==> src/design/tdp_pkg.sv <==
// ----------------------------------------------------------------------------
// tdp_pkg
// Shared types for the trial division primality test: sequencer states,
// divisor selection codes and the request/response structs of the
// remainder unit.
// ----------------------------------------------------------------------------
package tdp_pkg;

    typedef enum logic [1:0] {
        S_IDLE,
        S_START,
        S_WAIT,
        S_OUT
    } t_state;

    typedef enum logic [1:0] {
        D_TWO,
        D_THREE,
        D_LO,
        D_HI
    } t_dsel;

    typedef struct packed {
        logic start;
    } t_div_req;

    typedef struct packed {
        logic done;
        logic zero;
    } t_div_rsp;

    localparam int unsigned FIRST_DIVISOR = 5;
    localparam int unsigned WHEEL_STEP    = 6;
    localparam int unsigned PAIR_OFFSET   = 2;

endpackage

==> src/design/tdp_div.sv <==
// ----------------------------------------------------------------------------
// tdp_div
// Serial restoring remainder unit. Takes one dividend bit per cycle and
// reports on completion whether the remainder is zero.
// ----------------------------------------------------------------------------
module tdp_div
    import tdp_pkg::*;
#(
    parameter int unsigned VALUE_WIDTH = 16,
    parameter int unsigned DIV_WIDTH   = 10
) (
    input  logic                   i_clk,
    input  logic                   i_rst_n,
    input  t_div_req               i_req,
    input  logic [VALUE_WIDTH-1:0] i_dividend,
    input  logic [DIV_WIDTH-1:0]   i_divisor,
    output t_div_rsp               o_rsp
);

    localparam int unsigned CNT_WIDTH = $clog2(VALUE_WIDTH);

    logic                   r_busy;
    logic                   r_done;
    logic [CNT_WIDTH-1:0]   r_cnt;
    logic [DIV_WIDTH-1:0]   r_rem;
    logic [VALUE_WIDTH-1:0] r_dvd;
    logic [DIV_WIDTH-1:0]   r_dvs;

    logic [DIV_WIDTH:0]     trial;
    logic [DIV_WIDTH-1:0]   n_rem;

    always_comb begin
        trial = {r_rem, r_dvd[VALUE_WIDTH-1]};
        if (trial >= {1'b0, r_dvs}) begin
            n_rem = DIV_WIDTH'(trial - {1'b0, r_dvs});
        end else begin
            n_rem = trial[DIV_WIDTH-1:0];
        end
    end

    always_ff @(posedge i_clk) begin
        if (!i_rst_n) begin
            r_busy <= 1'b0;
            r_done <= 1'b0;
        end else begin
            r_done <= 1'b0;
            if (i_req.start) begin
                r_busy <= 1'b1;
            end else if (r_busy && (r_cnt == '0)) begin
                r_busy <= 1'b0;
                r_done <= 1'b1;
            end
        end
    end

    always_ff @(posedge i_clk) begin
        if (i_req.start) begin
            r_cnt <= CNT_WIDTH'(VALUE_WIDTH - 1);
            r_rem <= '0;
            r_dvd <= i_dividend;
            r_dvs <= i_divisor;
        end else if (r_busy) begin
            r_cnt <= r_cnt - 1'b1;
            r_rem <= n_rem;
            r_dvd <= {r_dvd[VALUE_WIDTH-2:0], 1'b0};
        end
    end

    assign o_rsp.done = r_done;
    assign o_rsp.zero = (r_rem == '0);

endmodule

==> config.mk <==
export PLATFORM = sky130hd
export DESIGN_NAME = tdp_div
export DESIGN_NICKNAME = d
export VERILOG_FILES = /design/src/design/tdp_pkg.sv /design/src/design/tdp_div.sv
export SDC_FILE = /design/constraint.sdc
export NUM_CORES = 1
export LEC_CHECK = 0
export BUFFER_PORTS_ARGS = -buffer_cell sky130_fd_sc_hd__clkbuf_2
export CORE_MARGIN = 4
export CORE_UTILIZATION = 50
export CTS_CLUSTER_SIZE = 24
export DETAILED_ROUTE_END_ITERATION = 7
export MAX_ROUTING_LAYER = met4
export PLACE_DENSITY = 0.79
export SLEW_MARGIN = 5
export SYNTH_ARGS = -nofsm -noshare
export SYNTH_HDL_FRONTEND = slang
export SYNTH_SLANG_ARGS = --single-unit
==> constraint.sdc <==
create_clock -name i_clk -period 5.25 [get_ports i_clk]
set_input_delay 0.2625 -clock i_clk [delete_from_list [all_inputs] [get_ports i_clk]]
set_output_delay 0.2625 -clock i_clk [all_outputs]
set_load 0.01 [all_outputs]
==> impl_metrics.csv, run 1 <==
group,metric,value,unit
cts,holdBufCountCts,0,
cts,cts_tree,"done",
sta,finalSetupTns,0,ns
drt,vias,1472,
sta,rsz0062_at_grt,"no",
global_routing,grt_max_degree,41,
power_and_ir_drop,powerDensity,301,mW/mm2
global_routing,grt_pass1_wl,6.83,mm
cts,path_clk_slew,0.09,ns
job,max-cap-violations,0,
die,die_x,74.7,um
logic_synthesis,syn-cell-area,0.00222,mm2
setup_path,worst_ep_arrival_time,2.58,ns
logic_synthesis,ys_types,45,
logic_synthesis,synth_edf_count,26,
logic_synthesis,yosys.area.top_type,"edfxtp_1",
status,status,"completed",
place,place_congestion,0.860,
logic_synthesis,synth_top_area_share,35.1,%
cells_and_area,areaGrowthSynthToFinish,12.3,%
power_and_ir_drop,peakVddDrop,0.182,mV
setup_path,critical_path_buf_inv_count,1,
place,place_area,0.00241,mm2
logic_synthesis,ys_seq_area_share,49.5,%
die,chipHeight,74.7,um
drt,ant_nets,0,
logic_synthesis,yosys-top-cells-area,"edfxtp_1 35%, dfxtp_1 14%, mux2_1 7.6%, ha_1 6.7%, inv_1 2.9%",
cts,cts_made_buffers,5,
setup_path,crit_path_max_fanout,12,
global_routing,grt.total_usage,16.8,%
sta,timing.final.hold_violations,0,
drt,wl,3.96,mm
die,dieArea,0.00558,mm2
sta,finClkSkew,0.00900,ns
setup_path,end_kind,"flop",
cells_and_area,antenna_cells,0,
logic_synthesis,avgSynthCellArea,11.5,um2
sta,fin_crit_sh,44.8,%
logic_synthesis,synth.most_common_cell,"edfxtp_1",
place,place_hpwl,2.85,mm
sta,slew_violations,0,
setup_path,critPathSlowestCell,"mux2_4",
sta,clock.fmax,425,MHz
drt,avgRoutedWirePerCell,14.4,um
die,rows,23,
drt,drtPass1Iterations,4,
die,coreArea,0.00414,mm2
cells_and_area,final_area,0.00250,mm2
sta,tightest_slew,0.873,ns
sta,timing.slew.headroom,41.7,%
setup_path,cp_slowest_stage_delay,0.39,ns
cts,clockRootBuffer,"clkbuf_8",
cts,cts_max_level,2,
cells_and_area,nets,266,
cts,cts_sinks,42,
setup_path,required,5.48,ns
drt,drc,0,
cts,clk_latency,0.30,ns
die,start_util,53.7,%
logic_synthesis,syn_inst,193,
setup_path,path_delay_family,"compound AO/OA/AOI/OAI gates",
logic_synthesis,synthTopCellsByCount,"26 x edfxtp_1, 17 x inv_1, 16 x dfxtp_1, 15 x mux2_1, 15 x nor2_1",
setup_path,cp_cell_sequence,"inv_1 > ha_1 > o211ai_2 > a21oi_4 > o31ai_4 > a41oi_4 > mux2_4 > a211oi_2",
cts,cts_buffer_depth,2,
setup_path,worstSetupPathType,"flop to flop",
cells_and_area,drive_above_1_share,21.3,%
logic_synthesis,synth-main-ff-cell,"edfxtp_1",
sta,fin_crit,2.35,ns
place,post-place-ws,2.92,ns
place,port_buffers,30,
logic_synthesis,ys_warn_count,0,
drt,viasPerCell,5.35,
logic_synthesis,async_reset_ff_share,0,%
cells_and_area,fill_cells,363,
die,ios,31,
global_routing,grt_overflow,0,
cts,cts-resized-gates,0,
sta,worst_slack,2.90,ns
power_and_ir_drop,leakage,1.05,nW
logic_synthesis,ys_ff_latch,42,
sta,finalSetupViolCount,0,
min_path,hp-class,"input pin to flop",
global_routing,grt_antenna_before_repair,0,
cts,cts_setup_buffers,0,
global_routing,first_global_vias,1431,
drt,drt_iter0_drc,91,
setup_path,start_kind,"flop",
logic_synthesis,syn_nets,235,
==> stage by stage <==
step | instances | util, % | hold WS, ns | total power [W]
after global placement | 267 | 58.1 | 0.439 | 0.000542
after global routing | 275 | 60.3 | 0.119 | 0.000791
after detailed placement | 267 | 58.1 | 0.441 | 0.000547
final | 275 | 60.3 | 0.130 | 0.000751
after CTS | 275 | 60.3 | 0.123 | 0.000758
after floorplan | 193 | - | 0.361 | 0.000510
==> logic make-up (layout without fill, tap and decap cells) <==
kind of cell               count (synthesis)  count (layout)  synth area share, %
AOI/OAI and AO/OA                         36              36                 13.4
xor gates and xnor gates                   8               8                 3.15
adders and majority gates                 13              13                 7.65
buffers and inverters                     24              56                 4.56
DFF                                       42              42                 49.5
muxes                                     21              21                 10.5
and+or+nand+nor                           49              49                 11.2
==> path summary, 6_finish.rpt <==
kind / cells after the start / to / slack [ns] / start
worst min-delay path: 1 / r_dvs[0] / 0.13 / i_divisor[0]
worst min register to register: 2 / r_rem[2] / 0.49 / r_rem[2]
worst max-delay path: 8 / r_rem[0] / 2.90 / r_dvs[2]
worst max register to register: 8 / r_rem[0] / 2.90 / r_dvs[2]
==> metal layers <==
metal | up-vias | GRT usage (%) | part of all wire, %
li1 | 759 | - | -
met1 | 674 | 21.5 | 47
met2 | 32 | 25.9 | 47
met3 | 7 | 4.14 | 4.3
met4 | 0 | 6.52 | 1.6
met5 | - | - | 0
==> where the power goes <==
part           switching [W]  leakage (nW)  internal (W)  total, W
clock               0.000119        0.0441     0.0000935  0.000212
sequential         0.0000163         0.391      0.000381  0.000397
combinational      0.0000769         0.617     0.0000650  0.000142
total               0.000212          1.05      0.000539  0.000751
==> area by class of cell <==
class / instances / area (um2) / share of cell area (%)
Clock buffer: 5 / 68.8 / 2.76
Clock inverter: 3 / 21.3 / 0.852
Inverter: 17 / 63.8 / 2.56
Multi-Input combinational cell: 127 / 1020 / 40.9
Sequential cell: 42 / 1100 / 44.1
Tap cell: 50 / 62.6 / 2.51
Timing Repair Buffer: 31 / 158 / 6.31
==> state kept, by name, summed over array words and instances (netlist names) <==
name,count
r_busy,1
r_cnt,4
r_done,1
r_dvd,16
r_dvs,10
r_rem,10
==> worst register-to-register path: stages, from the launching register on <==
cell      delay (ns)
edfxtp_1        0.34
inv_1           0.04
ha_1            0.35
o211ai_2        0.21
a21oi_4         0.06
o31ai_4         0.33
a41oi_4         0.32
mux2_4          0.39
a211oi_2        0.21
==> layout by cell type, fill, tap and decap left out, types with 2 or more instances in the layout <==
cell / instances
clkbuf_2: 30
edfxtp_1: 26
inv_1: 17
dfxtp_1: 16
mux2_1: 15
nor2_1: 15
nand2_1: 12
ha_1: 12
a21oi_1: 8
nand2b_1: 6
xnor2_1: 5
mux2i_1: 5
clkbuf_8: 5
o21ai_1: 4
a211oi_1: 4
xor2_1: 3
or4_1: 2
a21o_1: 2
nand4_1: 2
nor3_1: 2
nor2b_1: 2
a31o_1: 2
nor3b_1: 2
a31oi_1: 2
a211oi_2: 2
o21ai_0: 2
Note: power is estimated with default switching activity, not from simulation.
==> run 2: changes to the inputs <==
--- a/config.mk
+++ b/config.mk
@@ -5,6 +5,7 @@
 export SDC_FILE = /design/constraint.sdc
 export NUM_CORES = 1
 export LEC_CHECK = 0
+export ABC_AREA = 1
 export BUFFER_PORTS_ARGS = -buffer_cell sky130_fd_sc_hd__clkbuf_2
 export CORE_MARGIN = 4
 export CORE_UTILIZATION = 50
==> constraint.sdc (replaced) <==
create_clock -name i_clk -period 2.43 [get_ports i_clk]
set_input_delay 0.1215 -clock i_clk [delete_from_list [all_inputs] [get_ports i_clk]]
set_output_delay 0.1215 -clock i_clk [all_outputs]
set_load 0.01 [all_outputs]
==> impl_metrics.csv, run 2 <==
group,metric,value,unit
logic_synthesis,synthTopCellsByCount,"110 x nand2_1, 43 x inv_1, 31 x nand3_1, 26 x edfxtp_1, 16 x dfxtp_1",
place,port_buffers,30,
global_routing,first_global_vias,1900,
cts,cts_max_level,2,
sta,fin_crit,2.09,ns
logic_synthesis,yosys-top-cells-area,"edfxtp_1 33%, nand2_1 17%, dfxtp_1 13%, inv_1 6.8%, nand3_1 6.5%",
logic_synthesis,synth-main-ff-cell,"edfxtp_1",
sta,tightest_slew,0.790,ns
min_path,hold_path_depth,3,
drt,drt_iter0_drc,128,
global_routing,grt_antenna_before_repair,0,
logic_synthesis,syn_inst,300,
min_path,min_to,"r_done",
die,dieArea,0.00592,mm2
logic_synthesis,synthSimpleGateAreaFrac,33.0,%
cells_and_area,largest_register,"r_dvd",
logic_synthesis,ys_warn_count,0,
logic_synthesis,synth_top_area_share,32.9,%
min_path,hp-class,"input pin to flop",
logic_synthesis,avgSynthCellArea,7.92,um2
die,coreArea,0.00447,mm2
sta,finClkSkew,0.00411,ns
cts,path_clk_slew,0.08,ns
cells_and_area,top_regs,"r_dvd x16, r_dvs x10, r_rem x10",
drt,avgRoutedWirePerCell,12.7,um
logic_synthesis,synth.most_common_cell,"nand2_1",
logic_synthesis,synthMuxAreaShare,0,%
logic_synthesis,yosys.area.top_type,"edfxtp_1",
cells_and_area,largest_reg_flops,16,
cts,cts_tree,"done",
global_routing,grt_max_degree,23,
power_and_ir_drop,power,0.00150,W
drt,drc,0,
setup_path,r2r-start,"r_dvs[5]",
cts,cts_made_buffers,5,
setup_path,worstSetupPathType,"flop to flop",
global_routing,grt_overflow,0,
logic_synthesis,synth_top_family_by_area,"simple AND/OR/NAND/NOR gates",
place,place_congestion,0.951,
cells_and_area,antenna_cells,0,
cells_and_area,final_cell_mix,"110 x nand2_1, 43 x inv_1, 31 x nand3_1",
status,status,"completed",
logic_synthesis,synth-xor-area-share,1.11,%
sta,fin_crit_sh,86.0,%
setup_path,required,2.61,ns
setup_path,ff2ff_path_depth,9,
die,rows,24,
sta,slew_violations,0,
cells_and_area,final_common_cell,"nand2_1",
die,die_x,76.9,um
power_and_ir_drop,powerDensity,550,mW/mm2
cells_and_area,drive_above_1_share,15.0,%
setup_path,end_kind,"flop",
logic_synthesis,syn-cell-area,0.00237,mm2
drt,vias,1999,
sta,finalSetupViolCount,0,
power_and_ir_drop,leakage,1.42,nW
setup_path,start_kind,"flop",
setup_path,r2r-end,"r_rem[6]",
logic_synthesis,synth-compound-area-share,1.84,%
drt,viasPerCell,5.09,
cts,cts_sinks,42,
cells_and_area,nets,382,
die,chipHeight,76.9,um
logic_synthesis,ys_ff_latch,42,
global_routing,grt.total_usage,18.2,%
cts,cts-resized-gates,0,
global_routing,grt_pass1_wl,8.36,mm
sta,timing.final.hold_violations,0,
logic_synthesis,syn_nets,342,
setup_path,crit_path_max_fanout,11,
sta,timing.slew.headroom,47.2,%
cts,clockRootBuffer,"clkbuf_8",
logic_synthesis,ys_types,31,
logic_synthesis,synth_edf_count,26,
cells_and_area,areaGrowthSynthToFinish,14.5,%
sta,rsz0062_at_grt,"no",
drt,drtPass1Iterations,4,
die,start_util,53.1,%
logic_synthesis,async_reset_ff_share,0,%
setup_path,ff2ff_setup_slack,0.34,ns
logic_synthesis,synthAdderAreaFrac,7.17,%
setup_path,worst_ep_arrival_time,2.27,ns
cts,clk_latency,0.29,ns
place,place_hpwl,3.75,mm
min_path,min-delay-start,"i_rst_n",
logic_synthesis,ys_seq_area_share,46.4,%
die,ios,31,
drt,ant_nets,0,
job,max-cap-violations,0,
cts,cts_buffer_depth,2,
drt,wl,5.00,mm
power_and_ir_drop,peakVddDrop,0.406,mV
setup_path,startpoint,"r_dvs[5]",
sta,finalSetupTns,0,ns
sta,clock.fmax,478,MHz
==> run 2: changes by cell type after synthesis, sizes merged, moves of 4 or more <==
cell    previous run  this run
a21oi             10         4
buf                2         6
mux2i              5         0
mux2              16         0
nand3              1        31
nand2b             6         0
a211oi             6         0
nand4              2        15
nand2             12       116
o21ai              6         1
inv               17        45
==> run 2: kinds of logic (layout without fill, tap and decap cells) <==
logic type / after synthesis / count (layout)
simple gates: 179 / 179
xor+xnor: 3 / 3
compound gates: 7 / 7
buf+inv: 56 / 97
fa+ha+maj: 13 / 13
flops: 42 / 42
==> run 2: critical path, cell delays in order, from the launching register on <==
cell and delay [ns]:
edfxtp_1 0.33, inv_1 0.05, ha_1 0.39, nand2_1 0.09
nor2_1 0.14, nand3_1 0.33, nand4_2 0.37, nand3_1 0.10
nand3_1 0.10, nand2_1 0.07
==> run 2: per-layer routing <==
metal | track usage, % | vias to the layer above | routed length, um
li1 | - | 1038 | -
met5 | - | - | 0
met4 | 8.15 | 0 | 108
met1 | 21.8 | 891 | 2120
met2 | 29.1 | 57 | 2470
met3 | 4.22 | 13 | 301
==> run 2: worst max path at each step <==
stage | cells past startpoint | slack (ns) | end
after CTS | 9 | 0.36 | r_rem[6]
after global routing | 9 | 0.11 | r_rem[6]
after floorplan | 12 | 0.81 | r_rem[6]
after detailed placement | 9 | 0.39 | r_rem[6]
after global placement | 8 | 0.48 | r_rem[1]
final | 9 | 0.34 | r_rem[6]
==> run 2: timing repair <==
item                                    4_1_cts  5_1_grt
buffers inserted                              0        0
hold endpoints to repair                      7        3
endpoints found under the setup margin        0        0
hold buffers                                  7        3
==> run 2: through the flow <==
stage	instance area (um2)	worst slack, ns	utilization [%]	std cells	hold WS (ns)
2_1_floorplan	2370	0.814	-	300	0.220
3_3_place_gp	2530	0.477	56.6	375	0.301
3_5_place_dp	2530	0.389	56.6	375	0.302
4_1_cts	2690	0.362	60.1	390	0.000755
5_1_grt	2720	0.107	60.8	393	0.0515
6_report	2720	0.339	60.8	393	0.0553
==> run 2: cell type report <==
type	instances	area [um2]
fill	396	1760
sequential	42	1100
multi-input combinational	202	1020
timing repair buffer	42	265
inverter	47	176
clock buffer	6	72.6
tap	52	65.1
clock inverter	2	13.8
==> run 2: where the power goes <==
| group | leakage [nW] | switching [W] | internal (W) |
|---|---|---|---|
| clock | 0.0452 | 0.000244 | 0.000203 |
| sequential | 0.392 | 0.0000178 | 0.000812 |
| combinational | 0.981 | 0.000131 | 0.0000886 |
